$ cat src/hw/rtl/iob_pkg.sv
// Package: shared types, register offsets and helpers for the I/O register block.
`timescale 1ns / 1ps

package iob_pkg;

    // Sizes
    localparam int RX_DEPTH     = 64;
    localparam int RX_AW        = $clog2(RX_DEPTH);
    localparam int RX_CW        = $clog2(RX_DEPTH + 1);
    localparam int WINDOW_BYTES = 256;

    // Command codes
    localparam logic [1:0] CMD_READ  = 2'd0;
    localparam logic [1:0] CMD_WRITE = 2'd1;
    localparam logic [1:0] CMD_TICK  = 2'd2;
    localparam logic [1:0] CMD_RX    = 2'd3;

    // Register offsets inside the window
    localparam logic [15:0] REG_DATA      = 16'h0000;
    localparam logic [15:0] REG_STATUS    = 16'h0004;
    localparam logic [15:0] REG_UCTRL     = 16'h0008;
    localparam logic [15:0] REG_RXCNT     = 16'h000C;
    localparam logic [15:0] REG_STAMP_LO  = 16'h0014;
    localparam logic [15:0] REG_STAMP_HI  = 16'h0018;
    localparam logic [15:0] REG_WMARK     = 16'h001C;
    localparam logic [15:0] REG_PIN_OUT   = 16'h0024;
    localparam logic [15:0] REG_PIN_DIR   = 16'h0028;
    localparam logic [15:0] REG_TICK_LO   = 16'h0040;
    localparam logic [15:0] REG_TICK_HI   = 16'h0044;
    localparam logic [15:0] REG_T0_RELOAD = 16'h0048;
    localparam logic [15:0] REG_T0_COUNT  = 16'h004C;
    localparam logic [15:0] REG_T0_CTRL   = 16'h0050;
    localparam logic [15:0] REG_T0_STAT   = 16'h0054;
    localparam logic [15:0] REG_T1_RELOAD = 16'h0058;
    localparam logic [15:0] REG_T1_COUNT  = 16'h005C;
    localparam logic [15:0] REG_T1_CTRL   = 16'h0060;
    localparam logic [15:0] REG_T1_STAT   = 16'h0064;
    localparam logic [15:0] REG_IRQ_EN    = 16'h0070;
    localparam logic [15:0] REG_IRQ_PEND  = 16'h0074;
    localparam logic [15:0] REG_IRQ_MASK  = 16'h0078;

    // UART control bits
    localparam int UCTRL_TX_EN    = 0;
    localparam int UCTRL_STAMP_EN = 3;
    localparam int UCTRL_CLR_OVF  = 4;

    // Timer mode and control bits
    localparam int TMODE_EN     = 0;
    localparam int TMODE_RELOAD = 1;
    localparam int TCTRL_LOAD   = 2;

    typedef struct packed {
        logic [1:0]  command;
        logic [15:0] address;
        logic [7:0]  write_data;
    } in_t;

    typedef struct packed {
        logic [7:0] read_data;
        logic       in_window;
        logic       tx_valid;
        logic [7:0] tx_data;
    } out_t;

    // Replace one byte lane of a 32-bit word
    function automatic logic [31:0] merge_lane(input logic [31:0] old,
                                               input logic [7:0]  v,
                                               input logic [1:0]  lane);
        logic [4:0]  sh;
        logic [31:0] mask;
        sh   = {lane, 3'b000};
        mask = 32'h0000_00FF << sh;
        return (old & ~mask) | ({24'h0, v} << sh);
    endfunction

endpackage

$ cat src/hw/rtl/io_block_uart_fifo_timers_irq.sv
// Top level: byte-wide register window with UART receive FIFO, two timers, tick counter, IRQs.
`timescale 1ns / 1ps

// One request is accepted every cycle while results are being taken. All register
// state updates in the accept cycle; the receive FIFO sits in a 64 x 8 synchronous
// memory whose registered read port loads each popped byte as its request enters the
// holding stage. A holding stage in front of the output register lets the block keep
// accepting while one result waits. The user must write base_address through
// cfg_wr_en / cfg_wr_data only while the block is idle; the block does not enforce it.
module io_block_uart_fifo_timers_irq (
    input  logic           aclk,
    input  logic           aresetn,
    input  logic           cfg_wr_en,
    input  logic [15:0]    cfg_wr_data,
    input  logic           s_valid,
    output logic           s_ready,
    input  iob_pkg::in_t   s_data,
    output logic           m_valid,
    input  logic           m_ready,
    output iob_pkg::out_t  m_data
);
    import iob_pkg::*;

    // Architectural state
    logic [15:0]      base_reg;
    logic [RX_CW-1:0] rx_count_reg, rx_count_next;
    logic [RX_AW-1:0] rx_head_reg, rx_head_next;
    logic             rx_ovf_reg, rx_ovf_next;
    logic [63:0]      rx_stamp_reg, rx_stamp_next;
    logic [31:0]      uctrl_reg, uctrl_next;
    logic [31:0]      wmark_reg, wmark_next;
    logic [31:0]      pin_out_reg, pin_out_next;
    logic [31:0]      pin_dir_reg, pin_dir_next;
    logic [63:0]      tick_reg, tick_next;
    logic [31:0]      t_reload_reg [2], t_reload_next [2];
    logic [31:0]      t_count_reg [2], t_count_next [2];
    logic [1:0]       t_mode_reg [2], t_mode_next [2];
    logic             t_exp_reg [2], t_exp_next [2];
    logic [31:0]      irq_en_reg, irq_en_next;
    logic [31:0]      irq_mask_reg, irq_mask_next;

    // Receive memory
    logic [7:0]       rx_mem [RX_DEPTH];
    logic [7:0]       mem_q_reg;
    logic             mem_we, mem_re;
    logic [RX_AW-1:0] mem_waddr;

    // Pipeline
    logic   b_valid_reg, b_valid_next;
    out_t   b_data_reg, b_data_next;
    logic   b_pop_reg, b_pop_next;
    logic   b_move;
    logic   m_valid_reg, m_valid_next;
    out_t   m_data_reg;
    out_t   b_resolved;
    logic   acc;

    // Decode
    logic [15:0] win_end;
    logic [15:0] off;
    logic [15:0] reg_off;
    logic [1:0]  lane;
    logic        hit;
    logic        t_sel;
    logic [31:0] rd_word;
    logic [31:0] pend_word;
    logic [31:0] uctrl_merged;
    logic [31:0] t_reload_sel;

    // Handshake
    assign b_move  = b_valid_reg && (!m_valid_reg || m_ready);
    assign s_ready = !b_valid_reg || b_move;
    assign acc     = s_valid && s_ready;
    assign m_valid = m_valid_reg;
    assign m_data  = m_data_reg;

    // Window hit and offset
    assign win_end = 16'(({1'b0, base_reg} + 17'(WINDOW_BYTES)));
    assign hit     = (s_data.address >= base_reg) && (s_data.address < win_end);
    assign off     = s_data.address - base_reg;
    assign reg_off = {off[15:2], 2'b00};
    assign lane    = off[1:0];
    assign t_sel   = (reg_off >= REG_T1_RELOAD);
    assign t_reload_sel = t_reload_reg[t_sel];

    // Pending word
    always_comb begin
        pend_word = '0;
        pend_word[0] = (wmark_reg[7:0] != 8'h00) &&
                       ({{(8 - RX_CW){1'b0}}, rx_count_reg} >= wmark_reg[7:0]);
        pend_word[1] = (wmark_reg[15:8] != 8'h00);
        pend_word[4] = t_exp_reg[0];
        pend_word[5] = t_exp_reg[1];
    end

    // Read mux
    always_comb begin
        unique case (reg_off)
            REG_STATUS:    rd_word = {29'h0, rx_ovf_reg, 1'b1, (rx_count_reg != '0)};
            REG_UCTRL:     rd_word = uctrl_reg;
            REG_RXCNT:     rd_word = 32'(rx_count_reg);
            REG_STAMP_LO:  rd_word = rx_stamp_reg[31:0];
            REG_STAMP_HI:  rd_word = rx_stamp_reg[63:32];
            REG_WMARK:     rd_word = wmark_reg;
            REG_PIN_OUT:   rd_word = pin_out_reg;
            REG_PIN_DIR:   rd_word = pin_dir_reg;
            REG_TICK_LO:   rd_word = tick_reg[31:0];
            REG_TICK_HI:   rd_word = tick_reg[63:32];
            REG_T0_RELOAD: rd_word = t_reload_reg[0];
            REG_T0_COUNT:  rd_word = t_count_reg[0];
            REG_T0_CTRL:   rd_word = {30'h0, t_mode_reg[0]};
            REG_T0_STAT:   rd_word = {31'h0, t_exp_reg[0]};
            REG_T1_RELOAD: rd_word = t_reload_reg[1];
            REG_T1_COUNT:  rd_word = t_count_reg[1];
            REG_T1_CTRL:   rd_word = {30'h0, t_mode_reg[1]};
            REG_T1_STAT:   rd_word = {31'h0, t_exp_reg[1]};
            REG_IRQ_EN:    rd_word = irq_en_reg;
            REG_IRQ_PEND:  rd_word = pend_word;
            REG_IRQ_MASK:  rd_word = irq_mask_reg;
            default:       rd_word = '0;
        endcase
    end

    assign uctrl_merged = merge_lane(uctrl_reg, s_data.write_data, lane);

    // Request execution: register updates and memory access
    always_comb begin
        rx_count_next = rx_count_reg;
        rx_head_next  = rx_head_reg;
        rx_ovf_next   = rx_ovf_reg;
        rx_stamp_next = rx_stamp_reg;
        uctrl_next    = uctrl_reg;
        wmark_next    = wmark_reg;
        pin_out_next  = pin_out_reg;
        pin_dir_next  = pin_dir_reg;
        tick_next     = tick_reg;
        irq_en_next   = irq_en_reg;
        irq_mask_next = irq_mask_reg;
        for (int t = 0; t < 2; t++) begin
            t_reload_next[t] = t_reload_reg[t];
            t_count_next[t]  = t_count_reg[t];
            t_mode_next[t]   = t_mode_reg[t];
            t_exp_next[t]    = t_exp_reg[t];
        end
        mem_we      = 1'b0;
        mem_re      = 1'b0;
        mem_waddr   = rx_head_reg + rx_count_reg[RX_AW-1:0];
        b_data_next = '0;
        b_pop_next  = 1'b0;

        if (acc) begin
            unique case (s_data.command)
                CMD_READ: begin
                    if (hit) begin
                        b_data_next.in_window = 1'b1;
                        if (reg_off == REG_DATA) begin
                            // lane 0 pops; upper lanes read zero
                            if (lane == 2'd0 && rx_count_reg != '0) begin
                                mem_re        = 1'b1;
                                b_pop_next    = 1'b1;
                                rx_head_next  = rx_head_reg + RX_AW'(1);
                                rx_count_next = rx_count_reg - RX_CW'(1);
                            end
                        end else begin
                            b_data_next.read_data = 8'(rd_word >> {lane, 3'b000});
                        end
                    end
                end
                CMD_WRITE: begin
                    if (hit) begin
                        b_data_next.in_window = 1'b1;
                        unique case (reg_off) inside
                            REG_DATA: begin
                                if (lane == 2'd0 && uctrl_reg[UCTRL_TX_EN]) begin
                                    b_data_next.tx_valid = 1'b1;
                                    b_data_next.tx_data  = s_data.write_data;
                                end
                            end
                            REG_UCTRL: begin
                                uctrl_next = uctrl_merged;
                                if (uctrl_merged[UCTRL_CLR_OVF]) begin
                                    rx_ovf_next = 1'b0;
                                    uctrl_next[UCTRL_CLR_OVF] = 1'b0;
                                end
                            end
                            REG_WMARK:
                                wmark_next = merge_lane(wmark_reg, s_data.write_data, lane);
                            REG_PIN_OUT:
                                pin_out_next = merge_lane(pin_out_reg, s_data.write_data, lane);
                            REG_PIN_DIR:
                                pin_dir_next = merge_lane(pin_dir_reg, s_data.write_data, lane);
                            REG_T0_RELOAD, REG_T1_RELOAD:
                                t_reload_next[t_sel] =
                                    merge_lane(t_reload_sel, s_data.write_data, lane);
                            REG_T0_CTRL, REG_T1_CTRL: begin
                                if (lane == 2'd0) begin
                                    t_mode_next[t_sel] = s_data.write_data[1:0];
                                    if (s_data.write_data[TCTRL_LOAD]) begin
                                        t_count_next[t_sel] = t_reload_sel;
                                    end
                                end
                            end
                            REG_T0_STAT, REG_T1_STAT:
                                t_exp_next[t_sel] = 1'b0;
                            REG_IRQ_EN:
                                irq_en_next = merge_lane(irq_en_reg, s_data.write_data, lane);
                            REG_IRQ_MASK:
                                irq_mask_next = merge_lane(irq_mask_reg, s_data.write_data, lane);
                            default: ;
                        endcase
                    end
                end
                CMD_TICK: begin
                    tick_next = tick_reg + 64'd1;
                    for (int t = 0; t < 2; t++) begin
                        if (t_mode_reg[t][TMODE_EN]) begin
                            if (t_count_reg[t] == '0) begin
                                t_exp_next[t] = 1'b1;
                                if (t_mode_reg[t][TMODE_RELOAD]) begin
                                    t_count_next[t] = t_reload_reg[t];
                                end else begin
                                    t_mode_next[t][TMODE_EN] = 1'b0;
                                end
                            end else begin
                                t_count_next[t] = t_count_reg[t] - 32'd1;
                            end
                        end
                    end
                end
                CMD_RX: begin
                    if (rx_count_reg >= RX_CW'(RX_DEPTH)) begin
                        rx_ovf_next = 1'b1;
                    end else begin
                        mem_we        = 1'b1;
                        rx_count_next = rx_count_reg + RX_CW'(1);
                        if (uctrl_reg[UCTRL_STAMP_EN]) begin
                            rx_stamp_next = tick_reg;
                        end
                    end
                end
                default: ;
            endcase
        end
    end

    // Holding stage and output register control
    always_comb begin
        b_valid_next = acc ? 1'b1 : (b_move ? 1'b0 : b_valid_reg);
        m_valid_next = b_move || (m_valid_reg && !m_ready);
        b_resolved   = b_data_reg;
        if (b_pop_reg) begin
            b_resolved.read_data = mem_q_reg;
        end
    end

    // Receive memory: a pop always reads an entry written by an earlier request,
    // so no bypass is needed. The read register only loads on a pop, and a pop is only
    // accepted when the holding stage drains, so a stalled popped byte stays put.
    always_ff @(posedge aclk) begin
        if (mem_we) begin
            rx_mem[mem_waddr] <= s_data.write_data;
        end
        if (mem_re) begin
            mem_q_reg <= rx_mem[rx_head_reg];
        end
    end

    // Payload registers
    always_ff @(posedge aclk) begin
        if (acc) begin
            b_data_reg <= b_data_next;
            b_pop_reg  <= b_pop_next;
        end
        if (b_move) begin
            m_data_reg <= b_resolved;
        end
    end

    // Control and architectural state
    always_ff @(posedge aclk) begin
        if (!aresetn) begin
            base_reg     <= '0;
            rx_count_reg <= '0;
            rx_head_reg  <= '0;
            rx_ovf_reg   <= 1'b0;
            rx_stamp_reg <= '0;
            uctrl_reg    <= '0;
            wmark_reg    <= '0;
            pin_out_reg  <= '0;
            pin_dir_reg  <= '0;
            tick_reg     <= '0;
            irq_en_reg   <= '0;
            irq_mask_reg <= '0;
            for (int t = 0; t < 2; t++) begin
                t_reload_reg[t] <= '0;
                t_count_reg[t]  <= '0;
                t_mode_reg[t]   <= '0;
                t_exp_reg[t]    <= 1'b0;
            end
            b_valid_reg  <= 1'b0;
            m_valid_reg  <= 1'b0;
        end else begin
            if (cfg_wr_en) begin
                base_reg <= cfg_wr_data;
            end
            rx_count_reg <= rx_count_next;
            rx_head_reg  <= rx_head_next;
            rx_ovf_reg   <= rx_ovf_next;
            rx_stamp_reg <= rx_stamp_next;
            uctrl_reg    <= uctrl_next;
            wmark_reg    <= wmark_next;
            pin_out_reg  <= pin_out_next;
            pin_dir_reg  <= pin_dir_next;
            tick_reg     <= tick_next;
            irq_en_reg   <= irq_en_next;
            irq_mask_reg <= irq_mask_next;
            for (int t = 0; t < 2; t++) begin
                t_reload_reg[t] <= t_reload_next[t];
                t_count_reg[t]  <= t_count_next[t];
                t_mode_reg[t]   <= t_mode_next[t];
                t_exp_reg[t]    <= t_exp_next[t];
            end
            b_valid_reg  <= b_valid_next;
            m_valid_reg  <= m_valid_next;
        end
    end

`ifndef SYNTH
    // FIFO fill never exceeds its depth
    a_rx_count_range: assert property (@(posedge aclk) disable iff (!aresetn)
        rx_count_reg <= RX_CW'(RX_DEPTH))
        else $error("rx count above depth");

    // A stalled popped byte keeps its memory read data
    a_mem_q_hold: assert property (@(posedge aclk) disable iff (!aresetn)
        (b_valid_reg && b_pop_reg && !b_move) |=> $stable(mem_q_reg))
        else $error("popped byte lost while stalled");

    // A pop lowers the fill by one
    a_pop_count: assert property (@(posedge aclk) disable iff (!aresetn)
        mem_re |=> (rx_count_reg == $past(rx_count_reg) - RX_CW'(1)))
        else $error("pop did not decrement rx count");

    // Overflow is raised only by a receive into a full FIFO
    a_ovf_full: assert property (@(posedge aclk) disable iff (!aresetn)
        $rose(rx_ovf_reg) |-> ($past(rx_count_reg) == RX_CW'(RX_DEPTH)))
        else $error("overflow set while FIFO not full");

    // A memory write and a pop never share a cycle
    a_one_access: assert property (@(posedge aclk) disable iff (!aresetn)
        !(mem_we && mem_re))
        else $error("receive and pop in one cycle");
`endif

endmodule

$ cat config.mk
export PLATFORM = sky130hd
export DESIGN_NAME = io_block_uart_fifo_timers_irq
export DESIGN_NICKNAME = d
export VERILOG_FILES = /design/src/hw/rtl/iob_pkg.sv /design/src/hw/rtl/io_block_uart_fifo_timers_irq.sv
export SDC_FILE = /design/constraint.sdc
export NUM_CORES = 2
export LEC_CHECK = 0
export BUFFER_PORTS_ARGS = -buffer_cell sky130_fd_sc_hd__clkbuf_2
export CAP_MARGIN = 10
export CORE_ASPECT_RATIO = 1.5
export CORE_MARGIN = 2
export CORE_UTILIZATION = 50
export DETAILED_ROUTE_END_ITERATION = 10
export PLACE_DENSITY = 0.66
export REMOVE_ABC_BUFFERS = 1
export SYNTH_ARGS = -nofsm -noshare
export SYNTH_HDL_FRONTEND = slang
export SYNTH_SLANG_ARGS = --single-unit
$ cat constraint.sdc
create_clock -name aclk -period 4.5 [get_ports aclk]
set_input_delay 0.225 -clock aclk [delete_from_list [all_inputs] [get_ports aclk]]
set_output_delay 0.225 -clock aclk [all_outputs]
set_load 0.05 [all_outputs]
# == Yosys cells after proc, flatten, opt, wreduce, memory -nomap -nowiden ==
# Memory sizes are Yosys's and may differ from the RTL's. A register that Yosys moved wholly into a read port is not among the register bits.
# Cells that the tools add are included.
# totals
mem_bits_rw,646
reg_bits,388
out_inout_bits,20
memories,5
# memory_table
memory,depth,width,rd,rd_ports_with_merged_regs,wr,line,text
rx_mem,64,8,1,1,1,io_block_uart_fifo_timers_irq.sv:43,logic [7:0] rx_mem [RX_DEPTH];
t_count_reg,2,32,2,0,2,io_block_uart_fifo_timers_irq.sv:36,"logic [31:0] t_count_reg [2], t_count_next [2];"
t_reload_reg,2,32,3,0,2,io_block_uart_fifo_timers_irq.sv:35,"logic [31:0] t_reload_reg [2], t_reload_next [2];"
t_mode_reg,2,2,2,0,2,io_block_uart_fifo_timers_irq.sv:37,"logic [1:0] t_mode_reg [2], t_mode_next [2];"
t_exp_reg,2,1,2,0,2,io_block_uart_fifo_timers_irq.sv:38,"logic t_exp_reg [2], t_exp_next [2];"
# classes
n_bitwise,29
muxes,86
n_reduce_logical,42
shift,3
order_cmp,7
n_addsub,9
n_eq_ne,32
# ops
operator,n
$pmux 32 s21,1
$mux 64,9
$mux 32,11
$and 32x32->32,7
$or 32x32->32,7
$eq 14x5->1 const B,13
$bwmux 64,2
$pmux 64 s2,1
$add 64x1->64 const B,1
$logic_not 32->1,2
$sub 32x1->32 const B,2
$eq 14x3->1 const B,3
$mux 1,34
$demux 32 s1,1
$not 32->32,1
$reduce_and 4->1,8
$shl 8x5->32,1
$shl 8x5->32 const A,1
$shr 32x5->8,1
$eq 14x2->1 const B,2
$eq 14x4->1 const B,2
$mux 7,4
$mux 9,2
$add 16x9->16 const B,1
45 further kinds,91

# == Longest topological paths before layout ==
# depth
depth_word,15
ltp_mapped,17
ltp_nobuf,14

# == Least setup slack after synthesis ==
# Ideal clock, no wire load.
# synth_path
path_type,reg2reg
startpoint,register base_reg[0]
endpoint,memory t_reload_reg[1][29]
setup_slack_ns,0.847
arrival_time_ns,3.538
setup_time_ns,0.115
period_less_slack_ns,3.653
path_buffers,2
t_required_ns,4.385
path_stages_with_launch,16
cell_sequence,dfxtp_1 > ha_1 > inv_1 > fa_1 > a211oi_2 > o21ai_2 > a21oi_1 > mux2i_1 > nor4b_4 > and4_1 > buf_2 > buf_2 > mux2_2 > mux2i_1 > o21ai_0 > and2_1
# synth_rtl
element,line,text
start: declaration,io_block_uart_fifo_timers_irq.sv:25,logic [15:0] base_reg;
start signal: assignment,io_block_uart_fifo_timers_irq.sv:304,base_reg <= cfg_wr_data;
end: declaration,io_block_uart_fifo_timers_irq.sv:35,

# == Worst setup path in the final report ==
# layout_path
startpoint,register base_reg[8]
endpoint,register pin_dir_reg[10]
# layout_via
elab_chain_cells,4
elab_cells_between_ends,7
classes_between,2 x add/sub; 2 x order compare; 1 x eq/ne; 2 x reduce/logical
# layout_rtl
element,line,text
$add 16x9->16,io_block_uart_fifo_timers_irq.sv:78,"assign win_end = 16'(({1'b0, base_reg} + 17'(WINDOW_BYTES)));"
$lt 16x16->1,io_block_uart_fifo_timers_irq.sv:79,assign hit = (s_data.address >= base_reg) && (s_data.address < win_end);
$logic_and 1x1->1,io_block_uart_fifo_timers_irq.sv:79,
$reduce_and 4->1 (no line) *,-,
end signal: assignment,io_block_uart_fifo_timers_irq.sv:313,pin_dir_reg <= pin_dir_next;
end: declaration,io_block_uart_fifo_timers_irq.sv:33,"logic [31:0] pin_dir_reg, pin_dir_next;"
# Every way passes the cells marked *; elsewhere a longest branch is shown, timed or not.
# A chain may end at the register's enable or synchronous reset.

==> results by stage <==
Yosys:
- After technology mapping, the gate count stands at 4218.
- The post-synthesis sequential area ratio is 55.9%.
- The main combinational cell family by area after synthesis is simple AND/OR/NAND/NOR gates.
- For this run, the leading register cell type out of synthesis is sky130_fd_sc_hd__edfxtp_1.
- The number of distinct standard cells referenced by the synthesized netlist is 94.
- Of the total synthesized cell area, the portion taken by full adders, half adders and majority gates is 1.37%.
- Of the total synthesized cell area, the portion taken by XOR and XNOR cells is 1.93%.
- The share of async-settable or async-resettable flops after synthesis is 0%.
- The synthesized netlist devotes 12.3% of its cell area to compound gates.
- Yosys mapped a number of flops with a built-in enable equal to 557.
- The area share of and/or/nand/nor cells after synthesis is 13.6%.
- Summed over its instances, the top area cell type makes up 35.4% of the synthesized netlist area.
- The cell area after technology mapping is 0.0473 sq mm.
- The proportion of synthesized area in mux cells is 11.9%.
- For this run, the number of Yosys warnings is 0.
- Ranked by total cell area, the synthesized netlist is headed by sky130_fd_sc_hd__edfxtp_1 (35%), sky130_fd_sc_hd__dfxtp_1 (21%), sky130_fd_sc_hd__mux4_2 (8.1%).
- The synthesis-stage register bit count is 1042.
- The biggest area consumer among synthesized cells is sky130_fd_sc_hd__edfxtp_1.
- A synthesized cell averages 11.2 sq um.

Critical path:
- The total buffers and inverters traversed by the critical path is 4.
- The largest stage delay on the critical path is 520 ps.
- For the worst flop-to-flop path, the logic depth is 14.
- The critical path depth is 14.
- On the critical path the largest part of the delay comes from simple AND/OR/NAND/NOR gates.
- The required time at the worst-slack endpoint is 5060 ps.
- For the worst setup path, the data arrival time is 4910 ps.
- The worst setup path is launched from a register.
- The slowest library cell on the worst path is sky130_fd_sc_hd__or4_1.
- The cell occurring most often along the worst timing path is sky130_fd_sc_hd__buf_4.
- The highest fanout seen on the critical path is 14.
- The signal on the critical path passes through inv_1 -> ha_1 -> a21oi_1 -> o21a_1 -> o22ai_1 -> or4_1 -> a211oi_2 -> and3_1 -> buf_4 -> buf_4 -> nand3_1 -> buf_4 -> mux2i_1 -> nor2_1.
- The worst reg-to-reg setup slack is 150 ps.
- In this run the critical register-to-register path is captured at pin_dir_reg[10].
- The startpoint of the most critical register-to-register path is base_reg[8].
- The critical path is of the reg -> reg type.
- The worst setup path is captured at a register.

Finish:
- The post-route cell area is 0.0539 sq mm.
- The net count reported at finish is 4457.
- The number of antenna repair diodes is 0.
- The register name with the most flops is rx_mem.
- The flip-flop count of the largest register, all copies and words added is 512.
- The share of final-layout standard cells stronger than drive strength 1 is 16.4%.
- The area added between synthesis and finish is 14.0%.

Floorplan:
- The vertical extent of the die is 381 microns.
- 67 I/O pins were placed.
- Measured along the x axis, the die boundary spans 255 microns.
- The floorplan has 138 rows.
- The starting density of the core is 50.2%.
- The core area is 0.0941 sq mm.
- The floorplan step defined a die boundary enclosing 0.0970 sq mm.

Drt:
- The number of iterations in the first detailed-routing pass is 6.
- The total wirelength of the detailed-routed design is 161000 microns.
- The post-route antenna net violation count is 0.
- The post-detailed-route via-to-cell ratio is 6.29.
- The total via count in the routed design is 35800.
- The per-cell routed wire length is 28.2 microns.
- The detailed-route DRC error count is 0.
- For this block, the initial DRC count from the detailed router was 3681.

Pwr:
- Dividing total power by cell area gives a power density of 380 mW/mm^2.
- The analysis attributes to cell leakage a power of 18.3 nW.
- IR analysis of the VDD net gives a maximum drop of 0.312 mV.

Timing:
- The minimum clock period after layout is 4350 ps.
- The transition time of the tightest slew-check pin is 1120 ps.
- The remaining max-slew budget at the tightest pin is 25.4%.
- The count of final hold-check violations was 0.
- After routing, the total negative slack on setup checks comes to 0 ps.
- The maximum clock frequency is 230 MHz.
- The portion of the clock cycle consumed by the worst path in the final layout is 96.6%.
- Setup violations remaining at the end of the flow were counted as 0.
- The worst-case clock skew is 42.1 ps.
- Setup repair after global routing could not meet its margin everywhere.
- The number of max-slew violations in the final report came to 0.

GRT:
- The first global-routing pass estimated 234000 microns of wire.
- The number of global-route vias before repair was 35200.
- The initial antenna violation count is 2.
- The largest net degree at the start of global routing is 125.
- The remaining global-route overflow is 0.
- The total global routing track utilization is 33.1%.

Place:
- The final HPWL from detailed placement is 112000 microns.
- The area of placed instances is 0.0503 sq mm.
- The routability-driven placement congestion ratio is 0.995.
- The count of port buffers added during placement is 66.

Hold path:
- The worst hold path begins at aresetn.
- The worst hold-check path type is in -> reg.
- The path with the worst hold slack has its endpoint at t_reload_reg[0][8].
- The worst hold path passes through 3 cells.

Clocking:
- CTS built an H-tree with a depth of 3.
- Counting along the longest clock path gives a buffer depth of 3.
- TritonCTS built the clock tree.
- The tree built by TritonCTS fans out to 1042 sinks.
- The root cell of the clock tree is sky130_fd_sc_hd__clkbuf_16.
- The TritonCTS buffer count is 96.
- The clock transition at the registers of the reported paths is 60 ps.
- The clock latency reported for the late side of the worst-skew pair is 720 ps.

Flow run:
- The total of max-cap violations is 0.

Run status:
- The run finished with clean final reports.
## worst min-delay path: stages
cell and delay, ps:
sky130_fd_sc_hd__clkbuf_2 150, sky130_fd_sc_hd__inv_8 160, sky130_fd_sc_hd__nor2_1 160
## cell families (layout without fill, tap and decap cells)
| kind of cell | after synthesis | in the layout |
|---|---|---|
| flops | 1042 | 1042 |
| simple gates | 1429 | 1429 |
| buf+inv | 338 | 560 |
| xor+xnor | 104 | 104 |
| fa+ha+maj | 50 | 50 |
| mux | 347 | 347 |
| compound gates | 908 | 908 |
## area by class of cell
cell class / instances / area, sq um
Multi-Input combinational cell: 2838 / 19600
Sequential cell: 1042 / 26400
Clock buffer: 143 / 2880
Tap cell: 1260 / 1580
Clock inverter: 35 / 427
Timing Repair Buffer: 328 / 2740
Fill cell: 7841 / 40200
Inverter: 54 / 210
## worst max-delay path by stage
stage | startpoint | endpoint | slack (ps)
2_1_floorplan | rx_head_reg[0] | rx_mem[28][0] | -3130
3_3_place_gp | s_data[8] | b_data_reg[11] | 180
3_5_place_dp | base_reg[5] | b_data_reg[11] | 130
4_1_cts | base_reg[5] | b_data_reg[11] | 100
5_1_grt | base_reg[8] | pin_dir_reg[8] | -110
6_report | base_reg[8] | pin_dir_reg[10] | 150
## timing repair
item,in CTS,in global routing
setup endpoints to repair,0,35
resized for setup,0,1
endpoints found under the hold margin,22,0
hold buffers,20,0
buffers inserted,0,2
## cells in the mapped netlist, drive strengths merged (16+ instances only)
library cell	n
nand2	620
edfxtp	557
dfxtp	485
a21oi	378
nor2	372
clkbuf	212
mux4	169
o21ai	143
mux2i	141
nand3	133
a22oi	77
buf	72
xor2	62
nor3	61
inv	53
and2	48
ha	47
a221oi	46
xnor2	42
nand4	40
o21a	40
mux2	37
and3	35
nor4	33
a222oi	26
or3	25
a22o	22
a31oi	20
a21o	17
a211oi	16
## power by group
part           internal [mW]  switching (mW)  leakage (nW)
sequential              10.0          0.0496          8.95
clock                   4.76            3.77          1.63
combinational          0.535            1.30          7.67
total                   15.3            5.12          18.3
## cells in the final DEF, fill, tap and decap left out, types with 14 or more instances in the layout
master and n:
sky130_fd_sc_hd__mux2i_1 140, sky130_fd_sc_hd__buf_4 220, sky130_fd_sc_hd__o211ai_1 14, sky130_fd_sc_hd__nand3_1 132, sky130_fd_sc_hd__mux2_2 37, sky130_fd_sc_hd__buf_12 30, sky130_fd_sc_hd__a222oi_1 26, sky130_fd_sc_hd__and4_1 14
sky130_fd_sc_hd__a21oi_1 378, sky130_fd_sc_hd__xnor2_1 40, sky130_fd_sc_hd__o21a_1 40, sky130_fd_sc_hd__a22oi_1 77, sky130_fd_sc_hd__nand2_1 619, sky130_fd_sc_hd__edfxtp_1 557, sky130_fd_sc_hd__xor2_1 61, sky130_fd_sc_hd__a22o_1 22
sky130_fd_sc_hd__and3_1 35, sky130_fd_sc_hd__dfxtp_1 481, sky130_fd_sc_hd__nand4_1 40, sky130_fd_sc_hd__a31oi_1 20, sky130_fd_sc_hd__a221oi_1 46, sky130_fd_sc_hd__or3_1 24, sky130_fd_sc_hd__o21ai_0 133, sky130_fd_sc_hd__clkbuf_8 22
sky130_fd_sc_hd__nor3_1 49, sky130_fd_sc_hd__and2_1 46, sky130_fd_sc_hd__nor4_1 29, sky130_fd_sc_hd__inv_1 52, sky130_fd_sc_hd__clkbuf_1 18, sky130_fd_sc_hd__dlygate4sd3_1 20, sky130_fd_sc_hd__clkbuf_16 99, sky130_fd_sc_hd__ha_1 47
sky130_fd_sc_hd__a21o_1 17, sky130_fd_sc_hd__mux4_2 169, sky130_fd_sc_hd__nor2_1 369, sky130_fd_sc_hd__clkbuf_2 58
## layer usage
layer / global-route usage (%) / routed length [microns] / up-vias
li1: - / - / 16000
met1: 39.4 / 58800 / 17700
met4: 23.5 / 13300 / 0
met2: 55.2 / 78100 / 1699
met5: 0 / 0 / -
met3: 4.08 / 10700 / 527
## per-stage QoR
step	util, %	setup WS, ps	power, mW	hold slack [ps]	instances
global route	57.2	-109	20.9	75.2	5700
global placement	53.5	184	12.1	402	5500
CTS	57.2	105	20.5	28.9	5698
detailed placement	53.5	133	12.1	405	5500
finish	57.2	152	20.5	56.6	5700
floorplan	-	-3130	11.1	324	3934
Note: power is estimated with default switching activity, not from simulation.
